File: src/design/mdesc_pkg.sv
`default_nettype none

package mdesc_pkg;

    // Marker storage is fixed by the register map: four 64-bit words of bytes.
    localparam int MARKER_BYTES   = 32;
    localparam int MARKER_MAX_DEF = 32;
    localparam int CFG_INDEX_W    = 3;
    localparam int CFG_DATA_W     = 64;
    localparam int LENGTH_W       = 6;
    localparam int LIMIT_W        = 8;
    localparam int COUNT_W        = 9;

    // Escape filter byte codes.
    localparam logic [7:0] BYTE_ESC       = 8'h1B;
    localparam logic [7:0] BYTE_FINAL_LO  = 8'h40;
    localparam logic [7:0] BYTE_FINAL_HI  = 8'h7E;
    localparam logic [7:0] BYTE_CSI_OPEN  = 8'h5B;
    localparam logic [7:0] BYTE_BACKSPACE = 8'h08;
    localparam logic [7:0] BYTE_NUL       = 8'h00;

    localparam logic [COUNT_W-1:0] COUNT_MAX  = 9'd511;
    localparam logic [COUNT_W:0]   OVF_MARGIN = 10'd3;

    // Reset values of the configuration registers.
    localparam logic [LENGTH_W-1:0] LENGTH_RESET = 6'd26;
    localparam logic [LIMIT_W-1:0]  LIMIT_RESET  = 8'd199;

    typedef enum logic [CFG_INDEX_W-1:0] {
        REG_MARKER_LENGTH = 3'd0,
        REG_MARKER_WORD_0 = 3'd1,
        REG_MARKER_WORD_1 = 3'd2,
        REG_MARKER_WORD_2 = 3'd3,
        REG_MARKER_WORD_3 = 3'd4,
        REG_CAPTURE_LIMIT = 3'd5
    } reg_index_t;

    typedef enum logic [1:0] {
        KIND_ECHO = 2'd0,
        KIND_CAPT = 2'd1,
        KIND_END  = 2'd2
    } kind_t;

    // Commands from the controller to the datapath.
    typedef struct packed {
        logic load;
        logic emit;
    } cmd_t;

    // Status from the datapath to the controller.
    typedef struct packed {
        logic pending;
        logic slot_free;
        logic is_last;
    } status_t;

    // Pick one marker byte out of the four packed words.
    function automatic logic [7:0] marker_byte(input logic [3:0][63:0] words,
                                               input logic [4:0] idx);
        return words[idx[4:3]][{idx[2:0], 3'b000} +: 8];
    endfunction

endpackage

`default_nettype wire

File: src/design/mdesc_ctrl.sv
`default_nettype none

module mdesc_ctrl (
    input  wire logic              clk,
    input  wire logic              rst_n,
    input  wire logic              in_valid,
    output logic                   in_stall,
    input  wire mdesc_pkg::status_t status,
    output mdesc_pkg::cmd_t        cmd
);
    import mdesc_pkg::*;

    typedef enum logic [1:0] {
        S_IDLE = 2'b01,
        S_EMIT = 2'b10
    } state_t;

    state_t state_reg;
    state_t state_next;

    // An item is taken only in idle; the results then go out one per free slot.
    always_comb
    begin
        in_stall   = 1'b1;
        cmd.load   = 1'b0;
        cmd.emit   = 1'b0;
        state_next = state_reg;
        unique case (state_reg)
            S_IDLE:
            begin
                in_stall = 1'b0;
                if (in_valid)
                begin
                    cmd.load   = 1'b1;
                    state_next = S_EMIT;
                end
            end
            S_EMIT:
            begin
                if (!status.pending)
                begin
                    state_next = S_IDLE;
                end
                else if (status.slot_free)
                begin
                    cmd.emit = 1'b1;
                    if (status.is_last)
                    begin
                        state_next = S_IDLE;
                    end
                end
            end
            default:
            begin
                state_next = S_IDLE;
            end
        endcase
    end

    always_ff @(posedge clk or negedge rst_n)
    begin
        if (!rst_n)
        begin
            state_reg <= S_IDLE;
        end
        else
        begin
            state_reg <= state_next;
        end
    end

endmodule

`default_nettype wire

File: src/design/mdesc_datapath.sv
`default_nettype none

module mdesc_datapath #(
    parameter int MARKER_MAX = mdesc_pkg::MARKER_MAX_DEF
) (
    input  wire logic                                clk,
    input  wire logic                                rst_n,
    input  wire logic                                cfg_write,
    input  wire logic [mdesc_pkg::CFG_INDEX_W-1:0]   cfg_index,
    input  wire logic [mdesc_pkg::CFG_DATA_W-1:0]    cfg_data,
    input  wire logic [7:0]                          in_byte,
    input  wire mdesc_pkg::cmd_t                     cmd,
    output mdesc_pkg::status_t                       status,
    output logic                                     out_valid,
    input  wire logic                                out_stall,
    output mdesc_pkg::kind_t                         kind,
    output logic [7:0]                               out_byte,
    output logic                                     overflow,
    output logic                                     last
);
    import mdesc_pkg::*;

    localparam int MPW = $clog2(MARKER_MAX + 1);

    // Configuration registers.
    logic [LENGTH_W-1:0] marker_length_reg;
    logic [3:0][63:0]    marker_reg;
    logic [LIMIT_W-1:0]  capture_limit_reg;

    // Scan state.
    logic [MPW-1:0]     match_position_reg;
    logic [MPW-1:0]     match_position_next;
    logic               capturing_reg;
    logic               capturing_next;
    logic               in_escape_reg;
    logic               in_escape_next;
    logic [COUNT_W-1:0] capture_count_reg;
    logic [COUNT_W-1:0] capture_count_next;

    // Plan of the results for the current item.
    logic [MPW-1:0] flush_count_reg;
    logic [MPW-1:0] flush_count_next;
    logic [MPW-1:0] flush_index_reg;
    logic [MPW-1:0] flush_index_next;
    logic           echo_reg;
    logic           echo_next;
    logic           capt_reg;
    logic           capt_next;
    logic           end_reg;
    logic           end_next;
    logic           ovf_reg;
    logic           ovf_next;
    logic [7:0]     byte_reg;

    // Output register.
    logic           out_valid_reg;
    logic           out_valid_next;
    kind_t          kind_reg;
    kind_t          kind_next;
    logic [7:0]     out_byte_reg;
    logic [7:0]     out_byte_next;
    logic           overflow_reg;
    logic           overflow_next;
    logic           last_reg;
    logic           last_next;

    logic [LENGTH_W-1:0] length_clamped;
    logic [MPW-1:0]      active_length;
    logic                is_match;
    logic                capture_on;
    logic [COUNT_W-1:0]  count_step;
    logic                flush_left;

    // Clamp the configured length into one to the largest marker.
    always_comb
    begin
        if (marker_length_reg == '0)
        begin
            length_clamped = LENGTH_W'(1);
        end
        else if (marker_length_reg > LENGTH_W'(MARKER_MAX))
        begin
            length_clamped = LENGTH_W'(MARKER_MAX);
        end
        else
        begin
            length_clamped = marker_length_reg;
        end
        active_length = MPW'(length_clamped);
    end

    assign is_match = (match_position_reg < active_length) &&
                      (in_byte == marker_byte(marker_reg, 5'(match_position_reg)));

    // Work out the new scan state and the results an incoming item causes.
    always_comb
    begin
        match_position_next = match_position_reg;
        capturing_next      = capturing_reg;
        in_escape_next      = in_escape_reg;
        capture_count_next  = capture_count_reg;
        flush_count_next    = '0;
        echo_next           = 1'b0;
        capt_next           = 1'b0;
        end_next            = 1'b0;
        ovf_next            = 1'b0;
        count_step          = capture_count_reg;

        if (is_match)
        begin
            match_position_next = match_position_reg + MPW'(1);
        end
        else
        begin
            if (match_position_reg >= active_length)
            begin
                capturing_next = 1'b1;
            end
            else
            begin
                flush_count_next = match_position_reg;
            end
            match_position_next = '0;
            echo_next           = 1'b1;
        end

        capture_on = capturing_next;
        if (capture_on)
        begin
            priority if (in_byte == BYTE_ESC)
            begin
                in_escape_next = 1'b1;
            end
            else if (in_escape_reg && in_byte >= BYTE_FINAL_LO &&
                     in_byte <= BYTE_FINAL_HI && in_byte != BYTE_CSI_OPEN)
            begin
                in_escape_next = 1'b0;
            end
            else if (!in_escape_reg && in_byte != BYTE_BACKSPACE)
            begin
                capt_next = (capture_count_reg < COUNT_W'(capture_limit_reg)) &&
                            (in_byte != BYTE_NUL);
                if (capture_count_reg < COUNT_MAX)
                begin
                    count_step = capture_count_reg + COUNT_W'(1);
                end
            end
            else
            begin
                count_step = capture_count_reg;
            end
            capture_count_next = count_step;

            // A zero byte closes the capture.
            if (in_byte == BYTE_NUL)
            begin
                end_next           = 1'b1;
                ovf_next           = {1'b0, count_step} >
                                     ((COUNT_W+1)'(capture_limit_reg) + OVF_MARGIN);
                capture_count_next = '0;
                capturing_next     = 1'b0;
            end
        end
    end

    assign flush_left = (flush_index_reg < flush_count_reg);

    // Status toward the controller.
    always_comb
    begin
        status.pending   = flush_left || echo_reg || capt_reg || end_reg;
        status.slot_free = !out_valid_reg || !out_stall;
        priority if (flush_left)
        begin
            status.is_last = (flush_index_reg + MPW'(1) == flush_count_reg) &&
                             !echo_reg && !capt_reg && !end_reg;
        end
        else if (echo_reg)
        begin
            status.is_last = !capt_reg && !end_reg;
        end
        else if (capt_reg)
        begin
            status.is_last = !end_reg;
        end
        else
        begin
            status.is_last = 1'b1;
        end
    end

    // Pick the next result in order: held marker bytes, echo, capture, end.
    always_comb
    begin
        kind_next        = kind_reg;
        out_byte_next    = out_byte_reg;
        overflow_next    = overflow_reg;
        last_next        = last_reg;
        flush_index_next = flush_index_reg;
        out_valid_next   = out_valid_reg && out_stall;
        if (cmd.emit)
        begin
            out_valid_next = 1'b1;
            last_next      = status.is_last;
            overflow_next  = 1'b0;
            priority if (flush_left)
            begin
                kind_next        = KIND_ECHO;
                out_byte_next    = marker_byte(marker_reg, 5'(flush_index_reg));
                flush_index_next = flush_index_reg + MPW'(1);
            end
            else if (echo_reg)
            begin
                kind_next     = KIND_ECHO;
                out_byte_next = byte_reg;
            end
            else if (capt_reg)
            begin
                kind_next     = KIND_CAPT;
                out_byte_next = byte_reg;
            end
            else
            begin
                kind_next     = KIND_END;
                out_byte_next = BYTE_NUL;
                overflow_next = ovf_reg;
            end
        end
    end

    // Control and scan state.
    always_ff @(posedge clk or negedge rst_n)
    begin
        if (!rst_n)
        begin
            marker_length_reg  <= LENGTH_RESET;
            marker_reg         <= '0;
            capture_limit_reg  <= LIMIT_RESET;
            match_position_reg <= '0;
            capturing_reg      <= 1'b0;
            in_escape_reg      <= 1'b0;
            capture_count_reg  <= '0;
            flush_count_reg    <= '0;
            flush_index_reg    <= '0;
            echo_reg           <= 1'b0;
            capt_reg           <= 1'b0;
            end_reg            <= 1'b0;
            out_valid_reg      <= 1'b0;
        end
        else
        begin
            if (cfg_write)
            begin
                unique case (cfg_index)
                    REG_MARKER_LENGTH: marker_length_reg <= cfg_data[LENGTH_W-1:0];
                    REG_MARKER_WORD_0: marker_reg[0]     <= cfg_data;
                    REG_MARKER_WORD_1: marker_reg[1]     <= cfg_data;
                    REG_MARKER_WORD_2: marker_reg[2]     <= cfg_data;
                    REG_MARKER_WORD_3: marker_reg[3]     <= cfg_data;
                    REG_CAPTURE_LIMIT: capture_limit_reg <= cfg_data[LIMIT_W-1:0];
                    default:
                    begin
                    end
                endcase
            end

            out_valid_reg <= out_valid_next;

            if (cmd.load)
            begin
                match_position_reg <= match_position_next;
                capturing_reg      <= capturing_next;
                in_escape_reg      <= in_escape_next;
                capture_count_reg  <= capture_count_next;
                flush_count_reg    <= flush_count_next;
                flush_index_reg    <= '0;
                echo_reg           <= echo_next;
                capt_reg           <= capt_next;
                end_reg            <= end_next;
            end
            else if (cmd.emit)
            begin
                flush_index_reg <= flush_index_next;
                if (!flush_left)
                begin
                    priority if (echo_reg)
                    begin
                        echo_reg <= 1'b0;
                    end
                    else if (capt_reg)
                    begin
                        capt_reg <= 1'b0;
                    end
                    else
                    begin
                        end_reg <= 1'b0;
                    end
                end
            end
        end
    end

    // Payload registers.
    always_ff @(posedge clk)
    begin
        if (cmd.load)
        begin
            byte_reg <= in_byte;
            ovf_reg  <= ovf_next;
        end
        kind_reg     <= kind_next;
        out_byte_reg <= out_byte_next;
        overflow_reg <= overflow_next;
        last_reg     <= last_next;
    end

    assign out_valid = out_valid_reg;
    assign kind      = kind_reg;
    assign out_byte  = out_byte_reg;
    assign overflow  = overflow_reg;
    assign last      = last_reg;

endmodule

`default_nettype wire

File: src/design/marker_detect_escape_strip_capture.sv
// Flow: an item is taken only while idle, and no new item is taken until every result
// that it causes is out; the results leave one at a time through the single output
// register, one per free slot, so a stalled output holds the flow. An item usually
// causes a single result, and more when a held marker is flushed.
// Reset: asynchronous, active low; clears the scan state and output valid and loads
// the register reset values (length 26, marker zero, limit 199).
`default_nettype none

module marker_detect_escape_strip_capture #(
    parameter int MARKER_MAX = mdesc_pkg::MARKER_MAX_DEF
) (
    input  wire logic                              clk,
    input  wire logic                              rst_n,
    input  wire logic                              cfg_write,
    input  wire logic [mdesc_pkg::CFG_INDEX_W-1:0] cfg_index,
    input  wire logic [mdesc_pkg::CFG_DATA_W-1:0]  cfg_data,
    input  wire logic                              in_valid,
    output logic                                   in_stall,
    input  wire logic [7:0]                        in_byte,
    output logic                                   out_valid,
    input  wire logic                              out_stall,
    output mdesc_pkg::kind_t                       kind,
    output logic [7:0]                             out_byte,
    output logic                                   overflow,
    output logic                                   last
);
    import mdesc_pkg::*;

    cmd_t    cmd;
    status_t status;

    // Sequencer that takes items and paces the results.
    mdesc_ctrl u_ctrl (
        .clk      (clk),
        .rst_n    (rst_n),
        .in_valid (in_valid),
        .in_stall (in_stall),
        .status   (status),
        .cmd      (cmd)
    );

    // Registers, matcher, escape filter and output register.
    mdesc_datapath #(
        .MARKER_MAX (MARKER_MAX)
    ) u_datapath (
        .clk       (clk),
        .rst_n     (rst_n),
        .cfg_write (cfg_write),
        .cfg_index (cfg_index),
        .cfg_data  (cfg_data),
        .in_byte   (in_byte),
        .cmd       (cmd),
        .status    (status),
        .out_valid (out_valid),
        .out_stall (out_stall),
        .kind      (kind),
        .out_byte  (out_byte),
        .overflow  (overflow),
        .last      (last)
    );

endmodule

`default_nettype wire

File: config.mk
export PLATFORM = sky130hd
export DESIGN_NAME = marker_detect_escape_strip_capture
export DESIGN_NICKNAME = d
export VERILOG_FILES = /design/src/design/mdesc_pkg.sv /design/src/design/mdesc_ctrl.sv /design/src/design/mdesc_datapath.sv /design/src/design/marker_detect_escape_strip_capture.sv
export SDC_FILE = /design/constraint.sdc
export NUM_CORES = 1
export LEC_CHECK = 0
export ABC_AREA = 1
export BUFFER_PORTS_ARGS = -buffer_cell sky130_fd_sc_hd__clkbuf_2
export CORE_MARGIN = 10
export CORE_UTILIZATION = 35
export CTS_CLUSTER_SIZE = 12
export DETAILED_ROUTE_END_ITERATION = 16
export PLACE_DENSITY = 0.58
export REMOVE_ABC_BUFFERS = 1
export SLEW_MARGIN = 25
export SYNTH_ARGS = -nofsm -noshare
export SYNTH_HDL_FRONTEND = slang
export SYNTH_HIERARCHICAL = 1
export SYNTH_SLANG_ARGS = --single-unit
File: constraint.sdc
create_clock -name clk -period 5 [get_ports clk]
set_input_delay 1 -clock clk [delete_from_list [all_inputs] [get_ports clk]]
set_output_delay 1 -clock clk [all_outputs]
set_load 0.05 [all_outputs]
### Word-level counts from Yosys, hierarchy flattened

Cells that the tools add are included.

| cells by class | value |
|---|---|
| reductions and logical operators | 44 |
| add/sub/neg operators | 4 |
| $lt $le $gt $ge | 11 |
| shifts and indexed selects | 2 |
| eq/ne operators | 18 |
| multiplexer cells | 62 |

Operators with widths:

| operator | count |
|---|---|
| binary-select mux 64 bit (select 2 bit) | 2 |
| two-way mux 64 bit | 2 |
| variable part select 64 x 7 -> 8 bit | 2 |
| two-way mux 9 bit | 6 |
| two-way mux 6 bit | 8 |
| two-way mux 1 bit | 35 |
| two-way mux 8 bit | 3 |
| AND reduction 2 bit | 10 |
| adder 6 x 1 -> 6 bit (second input constant) | 2 |
| < comparator 6 bit | 2 |
| logical AND 1 bit | 11 |
| greater-than comparator 9 x 10 -> 1 bit | 1 |
| two-way mux 2 bit | 5 |
| adder 8 x 2 -> 9 bit (second input constant) | 1 |
| adder 9 x 1 -> 9 bit (second input constant) | 1 |
| < comparator 9 x 8 -> 1 bit | 1 |
| < comparator 9 bit (second input constant) | 1 |
| AND reduction 3 bit | 3 |
| equality test 8 x 5 -> 1 bit (second input constant) | 1 |
| equality test 8 bit | 1 |
| >= comparator 8 x 7 -> 1 bit (second input constant) | 1 |
| <= comparator 8 x 7 -> 1 bit (second input constant) | 1 |
| logical NOT 8 bit | 1 |
| != test 2 bit (second input constant) | 4 |
| 22 further kinds | 36 |

| storage, ports and cells | value |
|---|---|
| register bits after elaboration | 326 |
| logic and storage cells | 164 |
| input bits | 80 |
| output and inout port bits | 14 |

### Depth between registers and ports, before layout

Gate-level depths: netlist (run 1).

| logic depth | value |
|---|---|
| depth after elaboration | 10 |
| depth in mapped cells | 21 |
| gate-level depth less buffers | 19 |

### Modules after synthesis

Netlist (run 1), hierarchy kept.

By module, submodules not included:

| module | sequential area each (sq um) | times used | cells an instance | area each (sq um) |
|---|---|---|---|---|
| mdesc_datapath | 8222.9 | 1 | 2443 | 18184.9 |
| mdesc_ctrl | 51.3 | 1 | 15 | 118.9 |

### Least setup slack after synthesis (run 1)

Ideal clock, no wire load.

| timing path | value |
|---|---|
| path kind | reg2reg |
| start point | reg u_datapath.flush_index_reg[0] |
| end point | reg u_datapath.capt_reg |
| data required time | 4.935 ns |
| cell stages (with the launch flop) | 20 |
| arrival time | 3.407 ns |
| period minus slack after synthesis | 3.472 ns |
| setup time | 0.065 ns |
| buffers on the path | 3 |
| slack | 1.528 ns |
| cell sequence | dfrtp_1 clkbuf_1 clkinv_1 clkbuf_1 ha_1 nor2_1 o2111ai_1 nand3_1 inv_1 clkbuf_1 nor2_1 nand2_1 nand3_2 nor2_1 inv_1 nor2_1 a21oi_1 nor3_1 nand4_1 nand2_1 |

RTL lines:

| what | RTL line | RTL |
|---|---|---|
| start: declaration | mdesc_datapath.sv:43 | `logic [MPW-1:0] flush_index_reg;` |
| start signal: assignment | mdesc_datapath.sv:283 | `flush_index_reg <= flush_index_next;` |
| end signal: assignment | mdesc_datapath.sv:278 | `capt_reg <= capt_next;` |
| end: declaration | mdesc_datapath.sv:47 | `logic capt_reg;` |

### Worst setup path in the final report (run 1)

| timing path | value |
|---|---|
| start point | in in_byte[6] |
| end point | reg u_datapath.ovf_reg, data pin |

| between the ends | value |
|---|---|
| word-level cells in the longest chain between the ends | 8 |
| elaborated cells between the ends (all ways) | 19 |
| classes of those cells | order compare (3); eq/ne (4); mux (5); reduce/logical (7) |

RTL lines:

| what | RTL line | RTL |
|---|---|---|
| start: declaration | marker_detect_escape_strip_capture.sv:19 | `input wire logic [7:0] in_byte,` |
| >= comparator 8 x 7 -> 1 bit | mdesc_datapath.sv:134 | `else if (in_escape_reg && in_byte >= BYTE_FINAL_LO &&` |
| logical AND 1 bit (2 in a row) | mdesc_datapath.sv:134 |  |
| logical AND 1 bit | mdesc_datapath.sv:135 | `in_byte <= BYTE_FINAL_HI && in_byte != BYTE_CSI_OPEN)` |
| two-way mux 9 bit | mdesc_datapath.sv:134 |  |
| two-way mux 9 bit | mdesc_datapath.sv:130 | `priority if (in_byte == BYTE_ESC)` |
| two-way mux 9 bit | mdesc_datapath.sv:128 | `if (capture_on)` |
| greater-than comparator 9 x 10 -> 1 bit | mdesc_datapath.sv:158 | `ovf_next = {1'b0, count_step} >` |
| end signal: assignment | mdesc_datapath.sv:309 | `ovf_reg <= ovf_next;` |
| end: declaration | mdesc_datapath.sv:51 | `logic ovf_reg;` |

Parallel ways exist; a longest one is shown, timed or not. The select of a mux whose other input is x is not followed.
A chain may end at the register's enable or synchronous reset.

==> key figures, run 1 <==
Status
  – Status: finished clean

Power
  – Leakage: 9.68 nW
  – Maximum VDD drop: 0.208 mV
  – Total power draw: 8.30 mW
  – Pwr/cell area: 405 nW/µm²
  – Sequential power share: 43.0%
  – Clock Power Share: 34.9%
  – Switching pwr: 2.71 mW
  – Net Sw Frac: 32.6%
  – Combinational power share: 22.1%
  – Int Pwr: 5.59 mW

Setup path
  – R2R depth: 16
  – Critical path required time: 5.30 ns
  – Flop2flop setup slack: 1.70 ns
  – Worst Path Arrival: 3.72 ns
  – Crit-path max cell delay: 0.30 ns
  – Crit-path most repeated cell: nor2_1
  – Critical path class: in2reg
  – Worst-path fanout max: 7
  – Slowest stage cell on the critical path: nor2_1
  – Critical Path Start Type: input pin
  – Setup crit end kind: register
  – Cells along the critical path: clkbuf_2 > nor2_1 > nand3_1 > nor4_1 > nor2_1 > nand2_1 > a21oi_1 > nand2_1 > xor2_1 > inv_1 > ha_1 > a21oi_1 > o21ai_0 > a21boi_0 > o21ai_0 > a221oi_1 > a31o_2 > nor2_1

GRT
  – All-layer global routing usage: 19.4%
  – Total congestion overflow: 0
  – Global-route wire length before repair: 98.0 mm
  – Initial antenna violation count: 4
  – Vias in the first global route: 16900
  – Pin count of the biggest net entering global routing: 133

Timing
  – Worst slew pin tran: 1.07 ns
  – RSZ-0062 raised after global routing: false
  – Final Setup Violations: 0
  – Count of final max-slew check failures: 0
  – Fin worst setup slack: 1.58 ns
  – Clock Skew: 0.0123 ns
  – Final hold vios: 0
  – Setup TNS: 0 ns
  – Crit path time final: 3.42 ns
  – Crit share post-route: 68.4%
  – Slew HR: 28.5%
  – Worst hold margin: 0.491 ns
  – Fmax: 0.292 GHz

Synthesis
  – Synth Flop Type: dfrtp_1
  – Seq/Total Area, Yosys: 45.2%
  – Adder-Cell Fraction of Synth Area: 2.19%
  – Syn_area_per_cell: 7.45 µm²
  – Mux contribution to synthesized area: 0%
  – Post-synth EDFFs: 21
  – Post-synth ARST share: 93.6%
  – Distinct cells, synth: 47
  – FF+latch count, synth: 326
  – Area share of xor/xnor cells in the synthesized design: 1.10%
  – Synth Area in Compound Gates: 16.4%
  – Post-Synth Simple-Gate Area: 27.7%
  – Syn Std Cell Area: 18300 µm²
  – Cells after synthesis: 2458
  – Main combinational cell family by area after synthesis: simple AND/OR/NAND/NOR gates
  – Ys Warns: 6

Clocking
  – H-tree depth: 2
  – Max Buffers Root-to-Sink: 3
  – Clk_lat worst skew: 0.55 ns
  – Post-CTS resize count: 0
  – Clk slew on worst S/H paths: 0.05 ns
  – Postcts setup bufs: 0
  – Clock Sinks: 326
  – Total CTS buffers: 39
  – # hold bufs at CTS: 0
  – CTS tree: done
  – Root Driver: clkbuf_16

Detailed routing
  – DR iter-0 viols: 1822
  – Routed len/inst: 19.5 µm
  – Routed WL: 61.8 mm
  – Via-to-Cell Ratio: 5.50
  – Routed vias: 17400
  – Drc violations: 0
  – DRT Pass-1 Iters: 6
  – ANT nets after route: 0

Layout
  – Area Growth Syn to Fin: 12.0%
  – Layout cell share with drive strength beyond 1: 9.08%
  – Fillers: 5346
  – Most common cell after layout, fill and taps aside: nand2_1
  – Final instance area: 20500 µm²
  – Max reg flops: 256
  – Final #Nets: 2562
  – Commonest non-fill, non-tap cells in the layout: nand2_1, o21ai_0, dfrtp_1

Floorplanning
  – Die ar.: 61800 µm²
  – Initial Util: 35.5%
  – Die Y: 249 µm
  – I/O pins: 94
  – Core ar.: 51500 µm²
  – DIE WIDTH: 249 µm
  – Row cnt: 83

Placement
  – Placer congestion estimate: 0.917
  – Post-DP HPWL: 37.5 mm
  – IO Port Bufs: 93
  – Dpl ws: 1.08 ns
  – DP Area: 19200 µm²

Worst hold path
  – Hold path depth: 2
  – Hold Path Class: reg2reg

Job
  – Max cap viols: 0
critical path: cells and delay by family:
family,cells,cell delay [ns]
buf+inv,2,0.22
compound gates,7,1.13
fa+ha+maj,1,0.30
simple gates,7,0.90
xor+xnor,1,0.18
through the flow:
stage / util (%) / cells
global route: 39.8 / 3160
detailed placement: 37.2 / 3089
CTS: 39.8 / 3159
finish: 39.8 / 3161
global placement: 37.2 / 3089
floorplan: - / 2284
path summary, 6_finish.rpt:
check | from | endpoint
max | in_byte[6] | u_datapath/ovf_reg$_SDFFCE_PN0P_
min | u_datapath/capture_limit_reg[1]$_DFFE_PN1P_ | u_datapath/capture_limit_reg[1]$_DFFE_PN1P_
max reg2reg | u_datapath/flush_index_reg[3]$_DFFE_PN0P_ | u_datapath/capt_reg$_DFFE_PN0P_
min reg2reg | u_datapath/capture_limit_reg[1]$_DFFE_PN1P_ | u_datapath/capture_limit_reg[1]$_DFFE_PN1P_
max in group asynchronous | rst_n | u_datapath/capture_limit_reg[2]$_DFFE_PN1P_
min in group asynchronous | rst_n | u_datapath/marker_reg[246]$_DFFE_PN0P_
logic make-up (layout without fill, tap and decap cells):
family / Yosys count / after routing
adder cells (fa/ha/maj): 32 / 32
other: 0 / 2
XOR/XNOR: 23 / 23
buffers and inverters: 317 / 338
AO/OA/AOI/OAI: 541 / 541
flip-flops: 326 / 326
AND/OR/NAND/NOR: 1219 / 1219
layout make-up:
type / count / area (µm²) / area share, %
flip-flops and latches: 326 / 8280 / 40.4
repair buffers: 125 / 782 / 3.82
diodes: 2 / 5.00 / 0.0244
inverters: 143 / 542 / 2.64
well taps: 680 / 851 / 4.15
clock inverters: 9 / 95.1 / 0.464
clock buffers: 61 / 1210 / 5.91
multi-input cells: 1815 / 8720 / 42.6
power by group through the flow:
stage | Clock [mW] | Combinational, mW | Sequential (mW)
after floorplan | 0 | 1.22 | 3.55
after global placement | 0 | 1.79 | 3.59
after detailed placement | 0 | 1.84 | 3.60
after CTS | 2.96 | 1.84 | 3.56
after global routing | 3.06 | 2.11 | 3.64
final | 2.89 | 1.84 | 3.57
cell usage after synthesis (2+ instances only):
master	number	share of area (%)
nand2_2	2	0.068
inv_2	3	0.062
o211ai_1	7	0.29
a31oi_1	9	0.31
o21ai_1	2	0.055
buf_6	13	0.80
nand3_2	2	0.11
nor3_1	9	0.25
xor2_1	17	0.81
edfxtp_1	21	3.4
ha_1	32	2.2
o21ai_0	417	11
buf_2	34	0.93
nor2_4	2	0.12
clkinv_1	6	0.12
a21oi_1	27	0.74
dfrtp_1	296	40
buf_4	5	0.21
nand3_4	2	0.19
clkbuf_1	118	2.4
buf_1	3	0.062
xnor2_1	6	0.29
o22ai_1	13	0.44
nand4_1	18	0.62
o221ai_1	57	2.7
dfstp_2	9	1.3
nor4_1	5	0.17
nand3_1	262	7.2
nand2_1	737	15
nand2_4	2	0.12
and3_1	2	0.068
inv_1	133	2.7
nor2_1	170	3.5
o32ai_1	2	0.096
nor2_2	3	0.10
metal layers:
| layer | track usage, % | routed length, µm | up-vias |
|---|---|---|---|
| li1 | - | - | 8200 |
| met2 | 31.6 | 28800 | 752 |
| met3 | 3.28 | 5010 | 120 |
| met5 | 0 | 23 | - |
| met1 | 26.0 | 26500 | 8309 |
| met4 | 5.80 | 1460 | 4 |
No activity file was read; power rests on OpenSTA's default activity.
==> inputs of run 2 (changes only) <==
==> constraint.sdc (replaced) <==
create_clock -name clk -period 3.27 [get_ports clk]
set_input_delay 0.654 -clock clk [delete_from_list [all_inputs] [get_ports clk]]
set_output_delay 0.654 -clock clk [all_outputs]
set_load 0.05 [all_outputs]
==> run 2 against run 1 <==
Compared with the run above: clock skew is 0.0029 ns higher; largest cell class unchanged; worst hold slack worse by 0.43 ns; worst setup slack got worse by 1.3 ns.
==> key figures, run 2 (same netlist as run 1, synthesis figures left out) <==
Status
  – Status: finished clean

GRT
  – All-layer global routing usage: 19.8% (+0.37 points)
  – Initial antenna violation count: 2 (-2)
  – Global-route wire length before repair: 100 mm (+2.3%)
  – Vias in the first global route: 17500 (+3.0%)
  – Pin count of the biggest net entering global routing: 129 (-3.0%)
  – Total congestion overflow: 0 (unchanged)

Timing
  – Slew HR: 55.1% (+27 points)
  – RSZ-0062 raised after global routing: false
  – Crit share post-route: 91.4%
  – Count of final max-slew check failures: 0 (unchanged)
  – Setup TNS: 0 ns (unchanged)
  – Worst slew pin tran: 0.674 ns (-0.399 ns)
  – Fmax: 0.335 GHz
  – Clock Skew: 0.0152 ns (+0.00287 ns)
  – Crit path time final: 2.99 ns
  – Final Setup Violations: 0 (unchanged)
  – Final hold vios: 0 (unchanged)
  – Fin worst setup slack: 0.283 ns (-1.30 ns)

Floorplanning
  – Die ar.: 61800 µm² (unchanged)
  – Die Y: 249 µm (unchanged)
  – Core ar.: 51500 µm² (unchanged)
  – DIE WIDTH: 249 µm (unchanged)
  – Initial Util: 35.5% (unchanged)
  – Row cnt: 83 (unchanged)
  – I/O pins: 94 (unchanged)

Placement
  – IO Port Bufs: 93 (unchanged)
  – Post-DP HPWL: 39.6 mm (+5.6%)
  – Placer congestion estimate: 0.929 (+1.3%)
  – Dpl ws: -0.179 ns (-1.26 ns)

Setup path
  – Worst-path fanout max: 5 (-2)
  – Cells along the critical path: nand2_1 > nor3_2 > nand2_1 > nor2_1 > a21oi_1 > nand2_1 > xor2_1 > inv_1 > ha_1 > a21oi_1 > o21ai_0 > a21boi_0 > o21ai_0 > a221oi_1 > a31o_2 > nor2_1
  – Critical path required time: 3.59 ns (-1.71 ns)
  – Crit-path most repeated cell: nand2_1
  – Critical Path Start Type: register
  – Flop2flop setup slack: 0.28 ns (-1.42 ns)
  – Reg-to-reg endpoint: u_datapath/ovf_reg$_SDFFCE_PN0P_
  – R2R depth: 16 (unchanged)
  – Crit-path max cell delay: 0.43 ns (+0.13 ns)
  – Setup crit end kind: register
  – FF-to-FF Start: u_datapath/capture_count_reg[2]$_DFFE_PN0P_
  – Slowest stage cell on the critical path: dfrtp_1
  – Critical path buffer and inverter count: 1 (-1)
  – CP delay by family, top: compound AO/OA/AOI/OAI gates
  – Worst Path Arrival: 3.31 ns (-0.41 ns)
  – Critical path class: reg2reg

Layout
  – Final #Nets: 2606 (+1.7%)
  – Area Growth Syn to Fin: 14.6%
  – Commonest non-fill, non-tap cells in the layout: nand2_1, o21ai_0, dfrtp_1
  – Most common cell after layout, fill and taps aside: nand2_1
  – N_diodes: 0 (-2)
  – Max reg flops: 256 (unchanged)
  – Layout cell share with drive strength beyond 1: 10.5% (+1.5 points)

Clocking
  – CTS tree: done
  – Root Driver: clkbuf_16
  – Max Buffers Root-to-Sink: 3 (unchanged)
  – Clk slew on worst S/H paths: 0.06 ns (about the same)
  – Clock Sinks: 326 (unchanged)
  – Total CTS buffers: 40 (+2.6%)
  – H-tree depth: 2 (unchanged)
  – Postcts setup bufs: 0 (unchanged)
  – Clk_lat worst skew: 0.57 ns (+0.02 ns)

Detailed routing
  – Routed len/inst: 19.5 µm (-0.10%)
  – DR iter-0 viols: 1810 (-0.66%)
  – Routed WL: 62.6 mm (+1.3%)
  – ANT nets after route: 0 (unchanged)
  – Via-to-Cell Ratio: 5.48 (-0.32%)
  – Drc violations: 0 (unchanged)
  – DRT Pass-1 Iters: 6 (unchanged)
  – Routed vias: 17600 (+1.1%)

Worst hold path
  – Hold Path Class: in2async

Power
  – Leakage: 9.94 nW (+2.7%)
  – Pwr/cell area: 613 nW/µm² (+51%)
  – Maximum VDD drop: 0.337 mV (+61%)

Job
  – Max cap viols: 0 (unchanged)
[run 2: cell count changes in the layout (fill, tap and decap cells not counted), sizes merged]
| cell | change |
|---|---|
| clkinvlp | +1 |
| diode | -2 |
| bufinv | +1 |
| inv | +3 |
| buf | +43 |
| clkbuf | -5 |
| clkinv | +4 |
[run 2: cell type report]
class                      count  area (µm²)
timing repair buffer         168        1290
sequential                   326        8280
multi-input combinational   1815        8720
inverter                     143         541
fill                        5290       30500
clock inverter                18         169
tap                          680         851
clock buffer                  56        1120
[run 2: worst max path at each step]
stage                                                start                                to  slack, ns  depth (start not counted)
5_1_grt        u_datapath/capture_count_reg[4]$_DFFE_PN0P_  u_datapath/ovf_reg$_SDFFCE_PN0P_       0.02                         16
3_5_place_dp                                    in_byte[6]  u_datapath/ovf_reg$_SDFFCE_PN0P_      -0.18                         18
3_3_place_gp                                    in_byte[6]  u_datapath/ovf_reg$_SDFFCE_PN0P_       -0.1                         18
4_1_cts        u_datapath/capture_count_reg[2]$_DFFE_PN0P_  u_datapath/ovf_reg$_SDFFCE_PN0P_       0.23                         16
6_report       u_datapath/capture_count_reg[2]$_DFFE_PN0P_  u_datapath/ovf_reg$_SDFFCE_PN0P_       0.28                         16
2_1_floorplan    u_datapath/flush_index_reg[3]$_DFFE_PN0P_   u_ctrl/state_reg[0]$_DFFE_PN1P_      -1.96                          9
[run 2: per-layer routing]
layer / wire [µm] / track usage, % / share of wire [%] / vias to the layer above
li1: - / - / - / 8304
met1: 27100 / 26.2 / 43 / 8434
met2: 28800 / 31.6 / 46 / 717
met3: 4650 / 3.56 / 7.4 / 117
met4: 1970 / 7.71 / 3.1 / 4
met5: 24 / 0 / 0.038 / -
[run 2: report_power, final]
part / internal [mW] / total [mW] / leakage (nW) / switching (mW)
Clock: 2.63 / 4.43 / 0.634 / 1.80
Sequential: 4.86 / 5.47 / 4.04 / 0.611
Combinational: 1.11 / 2.95 / 5.27 / 1.85
[run 2: timing repair]
item / 4_1_cts / 5_1_grt
resized for setup: 0 / 1
setup endpoints to repair: 0 / 1
hold buffers: 0 / 0
hold endpoints to repair: 0 / 0
[run 2: stage by stage]
step	util, %	power (mW)	std cells	area [µm²]	hold slack, ns
2_1_floorplan	-	7.29	2284	17500	0.358
4_1_cts	40.7	13.0	3206	21000	0.0597
6_report	40.7	12.9	3206	21000	0.0588
3_5_place_dp	38.2	8.46	3132	19700	0.477
5_1_grt	40.7	13.7	3206	21000	0.0754
3_3_place_gp	38.2	8.36	3132	19700	0.474
==> inputs of run 3 (changes only) <==
--- a/config.mk
+++ b/config.mk
@@ -9,11 +9,12 @@
 export BUFFER_PORTS_ARGS = -buffer_cell sky130_fd_sc_hd__clkbuf_2
 export CORE_MARGIN = 10
 export CORE_UTILIZATION = 35
+export CTS_BUF_LIST = sky130_fd_sc_hd__clkbuf_4
 export CTS_CLUSTER_SIZE = 12
 export DETAILED_ROUTE_END_ITERATION = 16
 export PLACE_DENSITY = 0.58
 export REMOVE_ABC_BUFFERS = 1
-export SLEW_MARGIN = 25
+export SLEW_MARGIN = 20
 export SYNTH_ARGS = -nofsm -noshare
 export SYNTH_HDL_FRONTEND = slang
 export SYNTH_HIERARCHICAL = 1
==> run 3 against run 2 <==
Compared with the run above: critical path depth rose by 3; clock skew rose by 0.056 ns; via count rose by 2.2%; critical path type is now in2reg; sequential share of layout area rose by 0.18 points; utilization fell by 0.19 points; worst setup slack got worse by 0.12 ns.
==> key figures, run 3 (same netlist as run 1, synthesis figures left out) <==
Status
  – Status: finished clean

Layout
  – Fillers: 5361 (+1.3%)
  – Area Growth Syn to Fin: 14.1%
  – Layout cell share with drive strength beyond 1: 13.5% (+2.9 points)
  – Most common cell after layout, fill and taps aside: nand2_1
  – Commonest non-fill, non-tap cells in the layout: nand2_1, o21ai_0, dfrtp_1
  – Final instance area: 20900 µm² (-0.46%)
  – Max reg flops: 256 (unchanged)
  – Final #Nets: 2663 (+2.2%)
  – Core Util, Final: 40.5% (-0.19 points)
  – Fin cells: 3301 (+3.0%)

GRT
  – Pin count of the biggest net entering global routing: 129 (unchanged)
  – Total congestion overflow: 0 (unchanged)
  – Initial antenna violation count: 4 (+2)
  – All-layer global routing usage: 20.0% (+0.19 points)
  – Vias in the first global route: 18000 (+3.2%)
  – Global-route wire length before repair: 101 mm (+0.81%)

Clocking
  – H-tree depth: 3 (+1)
  – Total CTS buffers: 93 (+130%)
  – Clk slew on worst S/H paths: 0.06 ns (about the same)
  – CTS tree: done
  – Clock Sinks: 326 (unchanged)
  – Root Driver: clkbuf_4
  – Max Buffers Root-to-Sink: 3 (unchanged)
  – Clk_lat worst skew: 0.86 ns (+0.29 ns)

Timing
  – Fin worst setup slack: 0.165 ns (-0.117 ns)
  – Clock Skew: 0.0711 ns (+0.0559 ns)
  – Crit path time final: 3.10 ns (+0.117 ns)
  – Fmax: 0.322 GHz (-3.8%)
  – Worst hold margin: 0.0913 ns (+0.0326 ns)
  – Final hold vios: 0 (unchanged)
  – Final Setup Violations: 0 (unchanged)
  – RSZ-0062 raised after global routing: false
  – Slew HR: 55.6% (+0.54 points)
  – Count of final max-slew check failures: 0 (unchanged)
  – Worst slew pin tran: 0.666 ns (-0.00805 ns)
  – Crit share post-route: 94.9% (+3.6 points)

Floorplanning
  – I/O pins: 94 (unchanged)
  – DIE WIDTH: 249 µm (unchanged)
  – Row cnt: 83 (unchanged)
  – Die ar.: 61800 µm² (unchanged)
  – Die Y: 249 µm (unchanged)
  – Initial Util: 35.5% (unchanged)
  – Core ar.: 51500 µm² (unchanged)

Placement
  – Post-DP HPWL: 39.6 mm (unchanged)
  – Placer congestion estimate: 0.929 (unchanged)
  – IO Port Bufs: 93 (unchanged)
  – Dpl ws: -0.179 ns (unchanged)
  – DP Area: 19700 µm² (unchanged)
  – Dpl cells: 3132 (unchanged)

Setup path
  – Slowest stage cell on the critical path: dlygate4sd3_1
  – FF-to-FF Start: u_datapath/match_position_reg[3]$_DFFE_PN0P_
  – R2R depth: 19 (+3)
  – Cells along the critical path: dlygate4sd3_1 > buf_4 > inv_1 > nand2_1 > nor4_2 > nor2_1 > nand2_2 > a21oi_2 > nand2_1 > xor2_1 > inv_1 > ha_1 > a21oi_1 > o21ai_0 > a21boi_1 > o21ai_0 > a221oi_1 > a31o_2 > nor2_1
  – Critical path required time: 3.82 ns (+0.23 ns)
  – Critical Path Start Type: input pin
  – Crit. Startpoint: in_byte[1]
  – Critical path class: in2reg
  – Crit-path max cell delay: 0.58 ns (+0.15 ns)
  – Reg-to-reg endpoint: u_datapath/capture_count_reg[6]$_DFFE_PN0P_
  – Worst Path Arrival: 3.65 ns (+0.34 ns)
  – Flop2flop setup slack: 0.23 ns (-0.05 ns)
  – Setup crit end kind: register
  – Worst-path fanout max: 4 (-1)
  – CP endpoint: u_datapath/ovf_reg$_SDFFCE_PN0P_

Detailed routing
  – Drc violations: 0 (unchanged)
  – ANT nets after route: 0 (unchanged)
  – Routed WL: 63.1 mm (+0.86%)
  – DR iter-0 viols: 1891 (+4.5%)
  – Routed vias: 18000 (+2.2%)
  – Routed len/inst: 19.1 µm (-2.0%)
  – DRT Pass-1 Iters: 6 (unchanged)
  – Via-to-Cell Ratio: 5.44 (-0.75%)

Power
  – Pwr/cell area: 582 nW/µm² (-5.1%)
  – Maximum VDD drop: 0.245 mV (-27%)
  – Leakage: 10.0 nW (+0.67%)

Worst hold path
  – Hold Path Class: in2reg

Job
  – Max cap viols: 0 (unchanged)
run 3: cell types whose count changed in the layout (fill, tap and decap cells not counted), moves of 2 or more:
cell,before,now
buf_4,55,57
dlygate4sd3_1,0,2
clkbuf_1,11,0
bufinv_16,3,1
inv_2,4,6
inv_6,2,0
clkbuf_8,4,0
clkbuf_16,41,0
diode_2,0,5
clkbuf_4,0,129
clkinv_1,11,27
run 3: how the worst min path moves through the flow:
stage / cells past startpoint / end / start
finish: 3 / u_datapath/out_valid$_DFF_PN0_ / out_stall
detailed placement: 2 / u_datapath/marker_length_reg[0]$_DFFE_PN0P_ / u_datapath/marker_length_reg[0]$_DFFE_PN0P_
CTS: 3 / u_datapath/out_valid$_DFF_PN0_ / out_stall
global route: 3 / u_datapath/marker_reg[181]$_DFFE_PN0P_ / cfg_data[53]
global placement: 2 / u_datapath/marker_length_reg[0]$_DFFE_PN0P_ / u_datapath/marker_length_reg[0]$_DFFE_PN0P_
floorplan: 0 / u_ctrl/state_reg[1]$_DFFE_PN0P_ / rst_n
run 3: metrics by stage:
stage | power (mW) | TNS, ns
after floorplan | 7.29 | -110.94
after global placement | 8.36 | -0.0998
after detailed placement | 8.46 | -0.179
after CTS | 12.3 | 0
after global routing | 13.0 | 0
final | 12.1 | 0
run 3: layout make-up:
type | count | area (µm²) | area share, %
sequential | 326 | 8280 | 39.7
clock inverter | 31 | 154 | 0.737
clock buffer | 129 | 968 | 4.64
multi-input combinational | 1815 | 8740 | 41.8
timing repair buffer | 172 | 1330 | 6.38
inverter | 143 | 541 | 2.59
antenna | 5 | 12.5 | 0.0599
tap | 680 | 851 | 4.08
run 3: where the power goes:
group	leakage, nW	internal (mW)	total [mW]	switching, mW
Clock	0.673	1.89	3.72	1.83
Combinational	5.29	1.11	2.97	1.85
Sequential	4.04	4.85	5.46	0.608
Total	10.0	7.86	12.1	4.29
run 3: metal layers:
layer  wire length, µm  share of wire [%]  global-route usage (%)  vias to the layer above
li1                  -                  -                       -                     8475
met1             27100                 43                    25.8                     8544
met2             29100                 46                    31.8                      794
met3              5000                7.9                    4.51                      146
met4              1990                3.2                    8.09                        2
met5                13              0.021                       0                        -
run 3: critical path: cells and delay by family:
kind	cells	cell delay, ns
adder cells (fa/ha/maj)	1	0.31
XOR/XNOR	1	0.19
buffers and inverters	4	0.85
AND/OR/NAND/NOR	6	0.59
AO/OA/AOI/OAI	7	1.07
run 3: what timing repair did:
| item | 4_1_cts | 5_1_grt |
|---|---|---|
| endpoints found under the hold margin | 62 | 0 |
| endpoints found under the setup margin | 0 | 1 |
| gates resized for setup | 0 | 9 |
| hold buffers | 3 | 0 |
| setup buffers | 0 | 1 |
